## src/hdl/srht_pkg.sv

```systemverilog
// Shared types and constants for the search result hash table.
package srht_pkg;

  localparam int INDEX_BITS_DEFAULT = 10;

  localparam int KEY_W   = 64;
  localparam int DEPTH_W = 7;
  localparam int SDEPTH_W = 8;
  localparam int SCORE_W = 25;
  localparam int BOUND_W = 2;
  localparam int MOVE_W  = 16;
  localparam int EVAL_W  = 24;
  localparam int KIND_W  = 2;

  localparam logic [KIND_W-1:0] KIND_PROBE       = 2'd0;
  localparam logic [KIND_W-1:0] KIND_STORE_RESULT = 2'd1;
  localparam logic [KIND_W-1:0] KIND_STORE_EVAL  = 2'd2;

  localparam logic [BOUND_W-1:0] BOUND_EXACT = 2'd0;
  localparam logic [BOUND_W-1:0] BOUND_UPPER = 2'd2;
  localparam logic [BOUND_W-1:0] BOUND_BAD   = 2'd3;

  localparam logic signed [SCORE_W-1:0] SCORE_MAX = 25'sd10000000;
  localparam logic signed [SCORE_W-1:0] SCORE_MIN = -25'sd10000000;

  localparam logic signed [SDEPTH_W-1:0] EMPTY_DEPTH = -8'sd1;

  typedef struct packed {
    logic [KIND_W-1:0]         kind;
    logic [KEY_W-1:0]          key;
    logic [DEPTH_W-1:0]        depth;
    logic signed [SCORE_W-1:0] score;
    logic [BOUND_W-1:0]        bound;
    logic [MOVE_W-1:0]         best_move;
    logic signed [EVAL_W-1:0]  pos_eval;
  } req_t;

  typedef struct packed {
    logic [KEY_W-1:0]           key;
    logic signed [SDEPTH_W-1:0] depth;
    logic signed [SCORE_W-1:0]  score;
    logic [BOUND_W-1:0]         bound;
    logic [MOVE_W-1:0]          best_move;
    logic signed [EVAL_W-1:0]   eval;
    logic                       eval_valid;
  } entry_t;

  localparam entry_t ENTRY_EMPTY = '{
    key: '0, depth: EMPTY_DEPTH, score: '0, bound: BOUND_EXACT,
    best_move: '0, eval: '0, eval_valid: 1'b0
  };

endpackage

```

## src/hdl/srht_update.sv

```systemverilog
// Slot update rules: hit test, replacement decision and new slot contents.
module srht_update (
  input  srht_pkg::req_t   req,
  input  srht_pkg::entry_t old,
  output logic             found,
  output logic             written,
  output srht_pkg::entry_t upd
);
  import srht_pkg::*;

  logic signed [SCORE_W-1:0] score_sat;
  logic [BOUND_W-1:0]        bound_sat;
  logic                      deeper;
  entry_t                    res_entry;
  entry_t                    eval_entry;

  always_comb begin
    if (req.score > SCORE_MAX) begin
      score_sat = SCORE_MAX;
    end else if (req.score < SCORE_MIN) begin
      score_sat = SCORE_MIN;
    end else begin
      score_sat = req.score;
    end
    bound_sat = (req.bound == BOUND_BAD) ? BOUND_UPPER : req.bound;
  end

  assign found  = (old.key == req.key);
  assign deeper = (old.depth < $signed({1'b0, req.depth}));

  always_comb begin
    res_entry            = old;
    res_entry.key        = req.key;
    res_entry.depth      = $signed({1'b0, req.depth});
    res_entry.score      = score_sat;
    res_entry.bound      = bound_sat;
    res_entry.best_move  = req.best_move;
    // a new key drops the cached evaluation
    if (!found) begin
      res_entry.eval       = '0;
      res_entry.eval_valid = 1'b0;
    end

    eval_entry            = old;
    eval_entry.key        = req.key;
    eval_entry.eval       = req.pos_eval;
    eval_entry.eval_valid = 1'b1;
  end

  always_comb begin
    written = 1'b0;
    upd     = old;
    case (req.kind)
      KIND_STORE_RESULT: begin
        if (!found || deeper) begin
          written = 1'b1;
          upd     = res_entry;
        end
      end
      KIND_STORE_EVAL: begin
        // negative depth marks an empty slot
        if (old.depth[SDEPTH_W-1] || found) begin
          written = 1'b1;
          upd     = eval_entry;
        end
      end
      default: begin
        written = 1'b0;
        upd     = old;
      end
    endcase
  end

endmodule

```

## config.mk

```make
export PLATFORM = sky130hd
export DESIGN_NAME = srht_update
export DESIGN_NICKNAME = d
export VERILOG_FILES = /design/src/hdl/srht_pkg.sv /design/src/hdl/srht_update.sv
export SDC_FILE = /design/constraint.sdc
export NUM_CORES = 1
export LEC_CHECK = 0
export BUFFER_PORTS_ARGS = -buffer_cell sky130_fd_sc_hd__clkbuf_2
export CORE_AREA = 4 4 163 165
export DETAILED_ROUTE_END_ITERATION = 10
export DIE_AREA = 0 0 167 169
export GPL_ROUTABILITY_DRIVEN = 0
export PLACE_DENSITY_LB_ADDON = 0.15
export SETUP_SLACK_MARGIN = 0.15
export SYNTH_ARGS = -nofsm -noshare
export SYNTH_HDL_FRONTEND = slang
export SYNTH_SLANG_ARGS = --single-unit
```

## constraint.sdc

```tcl
create_clock -name vclk -period 2.8
set_input_delay 0.28 -clock vclk [all_inputs]
set_output_delay 0.28 -clock vclk [all_outputs]
set_load 0.01 [all_outputs]
```

-- After elaboration in Yosys (flattened, before gate mapping)
Cells that the tools add are included.
- reduce and logical (&&, ||, !) cells: 3
- magnitude comparators: 3
- equal/unequal tests: 4
- mux-type cells: 10
- operators by type and width (cell ; count):
    2-to-1 mux 140 bit ; 2
    case mux 140 bit (2 select lines) ; 1
    2-to-1 mux 25 bit ; 3
    equality test 64 bit ; 1
    > comparator 25 bit (second input constant) ; 1
    less-than comparator 25 bit (second input constant) ; 1
    less-than comparator 8 bit ; 1
    equality test 2 bit (second input constant) ; 2
    equality test 2 x 1 -> 1 bit (second input constant) ; 1
    logical OR 1 bit ; 2
    2-to-1 mux 1 bit ; 2
    2-to-1 mux 2 bit ; 1
    case mux 1 bit (2 select lines) ; 1
    zero test 1 bit ; 1
- bits in registers: 0
- word-level logic and storage cells: 20
- input port bits: 280

-- Logic depth before layout (Yosys ltp)
Gate-level depths: netlist (run 1).
- depth in word-level cells: 5
- gate-level depth with buffers: 12
- depth with buffers taken out: 11

-- Worst setup path after synthesis (run 1)
OpenSTA, ideal clock, no wires.
- path type: input -> output
- start point: input req[44] (netlist bit)
- end point: output upd[48] (netlist bit)
- path buffers: 1
- stages on the path: 8
- required time: 2520 ps
- data arrival time: 2238 ps
- path slack: 282 ps
- cells stage by stage: or4b_1 -> or4_1 -> nor4_2 -> nor4_1 -> o311ai_4 -> nand2_4 -> buf_6 -> o2bb2ai_2
- RTL lines (what ; RTL line ; RTL):
    from (decl) ; srht_update.sv:3 ; input srht_pkg::req_t req,
    to (decl) ; srht_update.sv:7 ; output srht_pkg::entry_t upd

==> flow_metrics.env, run 1 <==
export IMPL_grtUsageMet2_pct=25.8
export IMPL_hold_violations=0
export IMPL_fin_hold_ws_ns=0.859
export IMPL_yosysTopAreaCell="a22o_1"
export IMPL_io_buffers=422
export IMPL_yosysUniqueCellTypes=41
export IMPL_synth_adder_area_share_pct=3.99
export IMPL_clock_fmax_ghz=0.323
export IMPL_start_kind="primary input"
export IMPL_tns_ns=-28.73
export IMPL_grtUsageMet3_pct=2.45
export IMPL_antenna_found_initial=0
export IMPL_firstDrtPassIters=6
export IMPL_slew_headroom_pct=63.3
export IMPL_synthMuxAreaShare_pct=0
export IMPL_nNetsFinal=1121
export IMPL_synth_seq_area_share_pct=0
export IMPL_min_path_type="primary input to output port"
export IMPL_most_common_layout_cells="clkbuf_2, a22o_1, xor2_1, buf_4, buf_2"
export IMPL_die_y_um=169
export IMPL_p_int_uw=666
export IMPL_gr_usage_met1_pct=14.1
export IMPL_worst_slack_ns=-0.299
export IMPL_grtUsageTotal_pct=12.8
export IMPL_yosys_warnings=0
export IMPL_setup_viol=139
export IMPL_nClkBuffers=0
export IMPL_cp_end_kind="output port"
export IMPL_tightest_slew_ns=0.545
export IMPL_p_clk_share_pct=0
export IMPL_synth_cells=356
export IMPL_netlist_area_sq_mm=0.00282
export IMPL_grt_pass1_wl_mm=29.4
export IMPL_pin_count=422
export IMPL_cap_viol_max_count=0
export IMPL_synthesis_nets=645
export IMPL_postCtsHoldBufs=0
export IMPL_critPathArrivalTime_ns=2.82
export IMPL_synth_top_family_by_area="compound AO/OA/AOI/OAI gates"
export IMPL_viasPerCell=4.19
export IMPL_vias=4862
export IMPL_yosys_area_top_type_share_pct=37.2
export IMPL_syn_to_final_growth_pct=118
export IMPL_die_x_um=167
export IMPL_syn_avg_cell_area_sq_um=7.93
export IMPL_busiest_layer="met2"
export IMPL_outcome="finished, violations left"
export IMPL_ir_drop_mv=0.0785
export IMPL_seq_power_share_pct=0
export IMPL_drive_above_1_share_pct=64.0
export IMPL_drv_slew=0
export IMPL_p_comb_share_pct=100.0
export IMPL_leakagePower_nw=3.46
export IMPL_synthXorXnorAreaFrac_pct=19.8
export IMPL_hpwl_mm=17.8
export IMPL_num_antenna_cells=0
export IMPL_die_area_sq_mm=0.0282
export IMPL_rsz0062_at_grt="yes"
export IMPL_p_switching_uw=652
export IMPL_crit_fanout=6
export IMPL_wl_per_cell_um=18.3
export IMPL_critical_path_required_ns=2.52
export IMPL_yosys_top_cells_area="a22o_1, xor2_1, o2bb2ai_2"
export IMPL_synth_compound_area_share_pct=52.0
export IMPL_fin_crit_ns=3.10
export IMPL_drt_wl_total_mm=21.3
export IMPL_overflow=0
export IMPL_first_global_vias=5184
export IMPL_design_seq_count=0
export IMPL_switching_share_pct=49.4
export IMPL_core_sq_mm=0.0250
export IMPL_grt_max_degree=49
export IMPL_initialDrtViolationCount=186
export IMPL_critical_path_class="primary input to output port"
export IMPL_initial_core_util_pct=11.3
export IMPL_finalCritPeriodShare_pct=111
export IMPL_final_common_cell="clkbuf_2"
export IMPL_drcViolationCount=0
export IMPL_fillers=2871
export IMPL_num_rows=58
export IMPL_violations="negative setup slack"
export IMPL_synth_simple_area_share_pct=14.4
export IMPL_drtAntennaViolNets=0
export IMPL_seq_area_sq_um=0
export IMPL_p_per_area_mw_per_mm2=214
-- power groups by stage --
stage	registers, mW	clock network, mW	logic [mW]
floorplan	0	0	0.577
global placement	0	0	1.26
detailed placement	0	0	1.25
CTS	0	0	1.27
global route	0	0	1.43
finish	0	0	1.32
-- cells by family (layout without fill, tap and decap cells) --
group | Yosys count | in the layout
AOI/OAI and AO/OA | 165 | 165
xor gates and xnor gates | 64 | 64
adders and majority gates | 9 | 9
buffers and inverters | 50 | 524
and+or+nand+nor | 68 | 68
-- synth_stat cells (all sizes together) --
cell / count
a211o: 2
a21o: 1
a21oi: 4
a221o: 1
a22o: 120
a311oi: 2
a31oi: 2
a32o: 1
and2: 2
buf: 24
clkbuf: 7
ha: 9
inv: 19
nand2: 8
nand2b: 8
nand3: 2
nand4: 5
nand4b: 1
nor2: 16
nor2b: 1
nor3: 1
nor3b: 1
nor4: 20
o211ai: 1
o21ai: 11
o21bai: 1
o2bb2ai: 17
o311ai: 1
o31ai: 1
or3: 1
or4: 1
or4b: 1
xor2: 64
-- per-layer routing --
layer,wire length [um],vias up
met5,0,-
met4,316,0
met3,1540,14
met2,11400,278
met1,8020,2207
li1,-,2363
-- stage by stage --
step           utilization (%)  std cells  total power, mW  instance area, sq um  setup slack (ns)
2_1_floorplan                -        356            0.577                  2820             0.282
4_1_cts                   23.4       1147             1.27                  5860            -0.322
5_1_grt                   24.6       1160             1.43                  6160            -0.421
3_5_place_dp              23.2       1145             1.25                  5800            -0.480
6_report                  24.6       1160             1.32                  6160            -0.299
3_3_place_gp              23.2       1145             1.26                  5800            -0.463
-- worst max-delay path: stages --
cell,delay (ns)
buf_6,0.09
xor2_1,0.15
nor4_1,0.28
buf_4,0.15
nand4_1,0.21
nor4_4,0.38
buf_4,0.19
nor2_4,0.03
a221o_2,0.39
buf_12,0.15
clkbuf_16,0.15
a22o_1,0.20
buf_6,0.13
-- area by class of cell --
| cell class | instances | area, sq um | area share (%) |
|---|---|---|---|
| inverters | 19 | 71.3 | 1.16 |
| well taps | 330 | 413 | 6.70 |
| multi-input cells | 306 | 2640 | 42.8 |
| repair buffers | 505 | 3040 | 49.3 |
-- repair_timing --
action | 4_1_cts | 5_1_grt
cloned | 0 | 8
pin swaps | 2 | 5
setup endpoints to repair | 140 | 140
setup buffers | 2 | 5
hold endpoints to repair | 0 | 0
gates resized for setup | 10 | 45
-- final timing paths --
path  startpoint      end  slack (ns)  cells past startpoint
max     req[118]  upd[87]       -0.30                     13
min      req[13]  upd[14]        0.86                      3
(Power assumes the default switching activity.)
==> run 2, diff against run 1 <==
Settings changed: CORE_AREA 4 4 163 165 to 2 2 166 168, DIE_AREA 0 0 167 169 to 0 0 168 170, PLACE_DENSITY from default to 0.38, PLACE_DENSITY_LB_ADDON 0.15 to default.
==> run 2 against run 1 <==
Against the previous run:
- the flow still finishes with violations (negative setup slack)
- first-iteration DRC count shrank 24%
- wire length increased by 7.9%
- combinational power increased by 18%
- critical path type unchanged
==> flow_metrics.env, run 2 (synthesis gave the netlist of run 1 again) <==
export IMPL_drv_slew=0
export IMPL_fin_crit_ns=3.09
export IMPL_crit_path_start="old[94]"
export IMPL_vias=5051
export IMPL_stdcell_area_sq_mm=0.00712
export IMPL_final_common_cell="clkbuf_2"
export IMPL_grtUsageTotal_pct=13.8
export IMPL_drcViolationCount=0
export IMPL_firstDrtPassIters=4
export IMPL_num_antenna_cells=0
export IMPL_initialDrtViolationCount=141
export IMPL_postCtsHoldBufs=0
export IMPL_p_per_area_mw_per_mm2=219
export IMPL_num_rows=60
export IMPL_cap_viol_max_count=0
export IMPL_path_buf_inv=6
export IMPL_nClkBuffers=0
export IMPL_cp_end_kind="output port"
export IMPL_design_seq_count=0
export IMPL_critPathArrivalTime_ns=2.81
export IMPL_overflow=0
export IMPL_die_area_sq_mm=0.0286
export IMPL_wl_per_cell_um=19.0
export IMPL_worst_slack_ns=-0.287
export IMPL_finalCritPeriodShare_pct=110
export IMPL_setup_viol=139
export IMPL_drive_above_1_share_pct=67.5
export IMPL_grt_max_degree=44
export IMPL_start_kind="primary input"
export IMPL_crit_slowest_cell="a221o_2"
export IMPL_syn_to_final_growth_pct=152
export IMPL_slew_headroom_pct=70.8
export IMPL_max_stage_delay_ns=0.39
export IMPL_critical_path_required_ns=2.52
export IMPL_crit_fanout=43
export IMPL_antenna_found_initial=0
export IMPL_ir_drop_mv=0.101
export IMPL_first_global_vias=4996
export IMPL_fin_hold_ws_ns=0.854
export IMPL_nNetsFinal=1155
export IMPL_hold_violations=0
export IMPL_drtAntennaViolNets=0
export IMPL_rsz0062_at_grt="yes"
export IMPL_hpwl_mm=18.1
export IMPL_outcome="finished, violations left"
export IMPL_cp_depth=13
export IMPL_crit_chain="clkbuf_2 -> xor2_2 -> nor4_2 -> buf_4 -> nand4_1 -> buf_4 -> nor4_4 -> buf_6 -> nor2_4 -> a221o_2 -> buf_12 -> a22o_1 -> clkbuf_2"
export IMPL_clock_fmax_ghz=0.324
export IMPL_hold_path_startpoint="old[49]"
export IMPL_place_area_sq_mm=0.00586
export IMPL_cp_top_family="buffers and inverters"
export IMPL_viasPerCell=4.19
export IMPL_grt_pass1_wl_mm=30.0
export IMPL_tightest_slew_ns=0.439
export IMPL_core_sq_mm=0.0267
export IMPL_initial_core_util_pct=10.6
export IMPL_leakagePower_nw=3.85
export IMPL_most_common_layout_cells="clkbuf_2, a22o_1, buf_4, buf_2, xor2_1"
export IMPL_drt_wl_total_mm=22.9
export IMPL_min_path_type="primary input to output port"
export IMPL_seq_area_sq_um=0
export IMPL_critical_path_class="primary input to output port"
export IMPL_die_x_um=168
export IMPL_violations="negative setup slack"
export IMPL_pin_count=422
export IMPL_hold_depth=3
export IMPL_die_y_um=170
export IMPL_io_buffers=422
==> run 2: cell types whose count changed in the layout (fill, tap and decap cells not counted), moves of 3 or more <==
cell       delta
buf_16        +9
buf_2        +45
buf_4        +12
buf_6        +29
clkbuf_2     -64
o21ai_0       -5
o21ai_1       +5
o2bb2ai_1     -6
o2bb2ai_2     -7
o2bb2ai_4    +13
xor2_1        -3
xor2_2        +3
==> run 2: cell type report <==
class              instances  area [sq um]
fillers                 2959         19500
repair buffers           539          3690
multi-input cells        306          2940
well taps                341           427
inverters                 19          71.3
==> run 2: power by group <==
part	leakage (nW)	switching [mW]	internal, mW
combinational	3.85	0.732	0.830
sequential	0	0	0
clock	0	0	0
==> run 2: worst paths after layout <==
path / end / slack (ns)
setup / recovery: upd[132] / -0.29
hold / removal: upd[49] / 0.85
==> run 2: through the flow <==
| step | power [mW] | worst slack, ns | TNS (ns) | utilization, % | instances |
|---|---|---|---|---|---|
| 2_1_floorplan | 0.577 | 0.282 | 0 | - | 356 |
| 3_3_place_gp | 1.26 | -0.548 | -56.62 | 22.0 | 1168 |
| 3_5_place_dp | 1.26 | -0.551 | -56.45 | 22.0 | 1168 |
| 4_1_cts | 1.41 | -0.327 | -32.30 | 24.2 | 1191 |
| 5_1_grt | 1.67 | -0.394 | -42.60 | 26.7 | 1205 |
| 6_report | 1.56 | -0.287 | -25.89 | 26.7 | 1205 |
==> run 2: timing repair <==
action	CTS	global route
setup buffers	13	7
gates cloned	10	7
pin swaps	11	80
setup endpoints to repair	140	140
gates resized for setup	42	174
==> run 2: layer usage <==
layer,part of all wire (%),wire [um],global-route usage [%]
met4,1.6,356,1.81
met5,0,0,0
met2,55,12600,28.6
met3,7.6,1740,2.63
met1,36,8240,14.4
